**config.mk**
```make
export PLATFORM = sky130hd
export DESIGN_NAME = clra_ctrl
export DESIGN_NICKNAME = d
export VERILOG_FILES = /design/src/hdl/clra_pkg.sv /design/src/hdl/clra_ctrl.sv
export SDC_FILE = /design/constraint.sdc
export NUM_CORES = 1
export LEC_CHECK = 0
export BUFFER_PORTS_ARGS = -buffer_cell sky130_fd_sc_hd__buf_2
export CORE_AREA = 2 2 39 41
export DETAILED_ROUTE_END_ITERATION = 8
export DIE_AREA = 0 0 41 43
export PLACE_DENSITY = 0.32
export SLEW_MARGIN = 10
export SYNTH_ARGS = -nofsm -noshare
export SYNTH_HDL_FRONTEND = slang
export SYNTH_SLANG_ARGS = --single-unit
```
**constraint.sdc**
```tcl
create_clock -name clk_i -period 1.3 [get_ports clk_i]
set_input_delay 0.13 -clock clk_i [delete_from_list [all_inputs] [get_ports clk_i]]
set_output_delay 0.13 -clock clk_i [all_outputs]
set_load 0.01 [all_outputs]
```
**src/hdl/clra_pkg.sv**
```systemverilog
// ----------------------------------------------------------------------------
// clra_pkg
// Shared codes, widths and controller/datapath interface types for the
// continued line record assembler.
// ----------------------------------------------------------------------------
package clra_pkg;

  // default sizes
  localparam int unsigned RECORD_DEPTH_DEF = 1024;
  localparam int unsigned LINE_MAX_DEF     = 162;
  localparam int unsigned FIELD_MAX_DEF    = 64;

  // fixed field widths
  localparam int unsigned OPCODE_W = 2;
  localparam int unsigned BYTE_W   = 8;
  localparam int unsigned FPOS_W   = 11;
  localparam int unsigned KIND_W   = 2;
  localparam int unsigned STATUS_W = 3;
  localparam int unsigned TYPE_W   = 8;
  localparam int unsigned RLEN_W   = 11;

  // input opcodes
  localparam logic [OPCODE_W-1:0] OP_BYTE  = 2'd0;
  localparam logic [OPCODE_W-1:0] OP_EOL   = 2'd1;
  localparam logic [OPCODE_W-1:0] OP_EOI   = 2'd2;
  localparam logic [OPCODE_W-1:0] OP_FIELD = 2'd3;

  // result kinds
  localparam logic [KIND_W-1:0] KIND_REC   = 2'd0;
  localparam logic [KIND_W-1:0] KIND_CHAR  = 2'd1;
  localparam logic [KIND_W-1:0] KIND_EMPTY = 2'd2;

  // record status codes
  localparam logic [STATUS_W-1:0] ST_OK   = 3'd0;
  localparam logic [STATUS_W-1:0] ST_MISS = 3'd1;
  localparam logic [STATUS_W-1:0] ST_BADC = 3'd2;
  localparam logic [STATUS_W-1:0] ST_OVF  = 3'd3;
  localparam logic [STATUS_W-1:0] ST_EOI  = 3'd4;
  localparam logic [STATUS_W-1:0] ST_LONG = 3'd5;

  // characters
  localparam logic [BYTE_W-1:0] CH_SPACE = 8'h20;
  localparam logic [BYTE_W-1:0] CH_PCT   = 8'h25;
  localparam logic [BYTE_W-1:0] CH_ONE   = 8'h31;
  localparam logic [BYTE_W-1:0] CH_ZERO  = 8'h30;
  localparam logic [BYTE_W-1:0] CH_NINE  = 8'h39;
  localparam logic [BYTE_W-1:0] CH_MINUS = 8'h2D;
  localparam logic [BYTE_W-1:0] CH_PLUS  = 8'h2B;
  localparam logic [BYTE_W-1:0] CH_TAB   = 8'h09;
  localparam logic [BYTE_W-1:0] CH_CR    = 8'h0D;
  localparam logic [2*BYTE_W-1:0] PREFIX_CONT = 16'h3030;

  // controller to datapath
  typedef struct packed {
    logic take;
    logic rd;
    logic emit;
  } cmd_t;

  // datapath to controller
  typedef struct packed {
    logic out_free;
    logic field_go;
    logic field_last;
  } sts_t;

endpackage

```
**src/hdl/clra_ctrl.sv**
```systemverilog
// ----------------------------------------------------------------------------
// clra_ctrl
// Sequencer: input handshake and the field read loop that streams one
// character per cycle out of the record store while the output is free.
// ----------------------------------------------------------------------------
module clra_ctrl (
  input  logic                           clk_i,
  input  logic                           rst_ni,
  input  logic                           in_valid_i,
  input  logic [clra_pkg::OPCODE_W-1:0]  opcode_i,
  output logic                           in_ready_o,
  input  clra_pkg::sts_t                 sts_i,
  output clra_pkg::cmd_t                 cmd_o
);
  import clra_pkg::*;

  localparam logic [1:0] S_IDLE   = 2'd0;
  localparam logic [1:0] S_READ   = 2'd1;
  localparam logic [1:0] S_STREAM = 2'd2;

  logic [1:0] state_q, state_d;

  // next state and commands
  always_comb begin
    in_ready_o  = (state_q == S_IDLE) && sts_i.out_free;
    cmd_o.take  = in_valid_i && in_ready_o;
    cmd_o.rd    = 1'b0;
    cmd_o.emit  = 1'b0;
    state_d     = state_q;
    unique case (state_q)
      S_IDLE: begin
        if (cmd_o.take && (opcode_i == OP_FIELD) && sts_i.field_go) begin
          state_d = S_READ;
        end
      end
      S_READ: begin
        cmd_o.rd = 1'b1;
        state_d  = S_STREAM;
      end
      S_STREAM: begin
        if (sts_i.out_free) begin
          cmd_o.emit = 1'b1;
          if (sts_i.field_last) begin
            state_d = S_IDLE;
          end else begin
            cmd_o.rd = 1'b1;
          end
        end
      end
      default: begin
        state_d = S_IDLE;
      end
    endcase
  end

  // state register
  always_ff @(posedge clk_i or negedge rst_ni) begin
    if (!rst_ni) begin
      state_q <= S_IDLE;
    end else begin
      state_q <= state_d;
    end
  end

endmodule

```
==> impl_results.md <==
- Ratio of total power to cell area: 2190 nW/um^2
- Slew Limit Headroom: 82.3%
- Slew at the pin closest to its max-slew limit: 265 ps
- Capturing point of the worst reg2reg path: state_q[1]
- Initial core utilization: 14.3%
- Overflow left after global routing: 0
- Horizontal die dimension: 41 um
- Remaining design rule violation count: 0
- Net count after synthesis: 31
- Number of instances in the synthesized netlist: 19
- Ratio of cells with drive above 1 in the final layout: 79.5%
- Vias per inst: 3.91
- CTS Buf Count: 3
- Max FFs per register: 2
- Run status: finished, violations left
- Final worst slack: -198 ps
- Total die area: 1760 sq um
- Synthesized flop and latch total: 2
- Area after DPL: 300 sq um
- Count of pins over their slew limit: 0
- Clock-pin slew of the registers on the worst-case setup and hold paths: 30 ps
- Post-Place Cells: 48
- Antenna violations before repair: 0
- Final worst clock skew: 1.51 ps
- Synthesized area: 198 sq um
- Clock tree root driver cell: clkbuf_4
- Non-Filler Cell Area, Final: 409 sq um
- Clock Tree Buf Depth: 2
- Biggest registers after layout: state_q (2)
- Final layout net count: 53
- Launching element of the worst setup path: state_q[1]
- Reg2reg setup slack: -200 ps
- Hold crit path type: input port to asynchronous set/reset pin
- Number of standard cells in the final layout excluding fillers: 55
- Number of global-route vias before repair: 218
- Final setup violation count: 4
- Sequential element share of the synthesized area: 25.3%
- Number of DRC markers in iteration 0: 2
- Max-capacitance violation count: 0
- Switching power total: 0.314 mW
- Sequential cell fraction of total power: 14.4%
- Worst-case setup slack after placement: -160 ps
- Clk Latency, worst-skew pair: 220 ps
- Clock Sink Count: 2
- Violations in the final reports: negative setup slack
- Largest fanout on the critical path: 3
- Pin count of the biggest net entering global routing: 6
- Leakage power summed over all cells: 0.199 nW
- Crit path required time: 1400 ps
- Start-to-end type of the worst setup path: flip-flop to flip-flop
- Setup crit start kind: flip-flop
- Mapped Avg Cell Area: 10.4 sq um
- Combinational power share: 70.4%
- First-pass iteration count of the detailed router: 2
- Count of final hold-check violations: 0
- Destination of the critical timing path: state_q[1]
- Critical R2R Launch: state_q[1]
- Post-detailed-route wirelength per cell: 10.2 um
- Part of the cycle the worst path needs: 115%
- Unrepaired setup endpoints after global routing: yes
- Register name with the most flops: state_q
- TritonCTS clock tree: built
- Number of standard-cell rows in the floorplan: 14
- Cell internal pwr: 0.581 mW
- Count of input and output buffers: 11
- First-pass GRT wire length: 752 um
- Worst vdd ir: 901 uV
- Layout-stage area growth over the synthesis result: 107%
- Clock power frac: 15.2%
- Depth of the most critical reg-to-reg path: 4
- Final antenna diode count: 0
- Detail Route Antenna Nets: 0
- RD Place Congestion: 0.642
- Critical path data arrival time: 1600 ps
- Total via count after detailed routing: 215
- Total Routed Length: 560 um
- Core Footprint: 1380 sq um
- Type of element capturing the critical path: flip-flop
- Highest clock rate: 667 MHz
- Total power after layout: 0.895 mW
- Boundary pin count: 12
- Die outline height: 43 um
- Number of warnings issued by yosys: 0
- All-Layer GR Usage: 6.63%
- Synth cell types: 12
- Time the final worst path needs with I/O delays and setup: 1500 ps
- Switching share of power: 35.1%
- # H-tree levels: 1
==> worst min-delay path by stage <==
stage	from	slack [ps]	end	cells after the start
finish	rst_ni	230	state_q[1]	2
global route	rst_ni	240	state_q[1]	2
global placement	rst_ni	-90	state_q[1]	1
detailed placement	rst_ni	-80	state_q[1]	1
CTS	rst_ni	210	state_q[1]	2
floorplan	rst_ni	-170	state_q[0]	0
==> Yosys cell counts <==
cell	instances	share of area, %
ha_1	4	25
and2_2	2	7.6
dfrtp_1	2	25
inv_1	2	3.8
mux2_2	2	11
a21boi_0	1	3.8
a221oi_2	1	7.6
and3_2	1	3.8
nand2_1	1	1.9
nand3_1	1	2.5
nor2b_1	1	3.2
o21a_1	1	3.8
==> cell families (layout without fill, tap and decap cells) <==
family / after synthesis / after routing / synth area share, %
compound gates: 3 / 3 / 15.2
fa+ha+maj: 4 / 4 / 25.3
buf+inv: 2 / 22 / 3.80
flops: 2 / 2 / 25.3
mux: 2 / 2 / 11.4
simple gates: 6 / 6 / 19.0
==> power groups by stage <==
stage	logic, mW	clock network, mW	registers (mW)
after floorplan	0.288	0	0.117
final	0.630	0.136	0.129
after CTS	0.522	0.147	0.125
after detailed placement	0.439	0	0.118
after global placement	0.434	0	0.119
after global routing	0.705	0.153	0.133
==> cell usage in the layout (no fill, tap or decap), drive strengths merged, types with 2 or more instances in the layout <==
| cell | synthesis | routed |
|---|---|---|
| and2 | 2 | 2 |
| inv | 2 | 2 |
| ha | 4 | 4 |
| clkbuf | 0 | 3 |
| mux2 | 2 | 2 |
| dfrtp | 2 | 2 |
| buf | 0 | 16 |
==> stage by stage <==
step	hold WS, ps	util [%]	setup TNS [ps]
global placement	-85.9	21.7	-369
global route	236	29.6	-824
CTS	213	27.6	-690
detailed placement	-83.1	21.7	-378
finish	231	29.6	-576
floorplan	-166	-	-159
==> routing by layer <==
layer	part of all wire, %	vias to the layer above	GRT usage (%)
met5	0	-	0
met4	0	0	6.00
met3	7.9	0	1.57
met2	55	10	10.9
met1	37	99	6.13
li1	-	106	-
==> cell type report <==
class / instances / area (sq um)
flip-flops and latches: 2 / 51.3
fillers: 148 / 975
well taps: 16 / 20.0
clock buffers: 3 / 22.5
inverters: 2 / 7.51
repair buffers: 17 / 115
multi-input cells: 15 / 193
==> timing repair <==
action                                 in CTS  in global routing
setup endpoints to repair                   4                  5
hold buffers                                1                  0
pin swaps                                   1                  1
resized for setup                           7                  4
endpoints found under the hold margin       2                  0
setup buffers                               2                  1
==> worst max-delay path, stage by stage, from the launching register on <==
cell and delay [ps]:
dfrtp_2 430, ha_4 170, buf_4 130, a221oi_4 310, mux2_4 340
No activity file was read; power rests on OpenSTA's default activity.
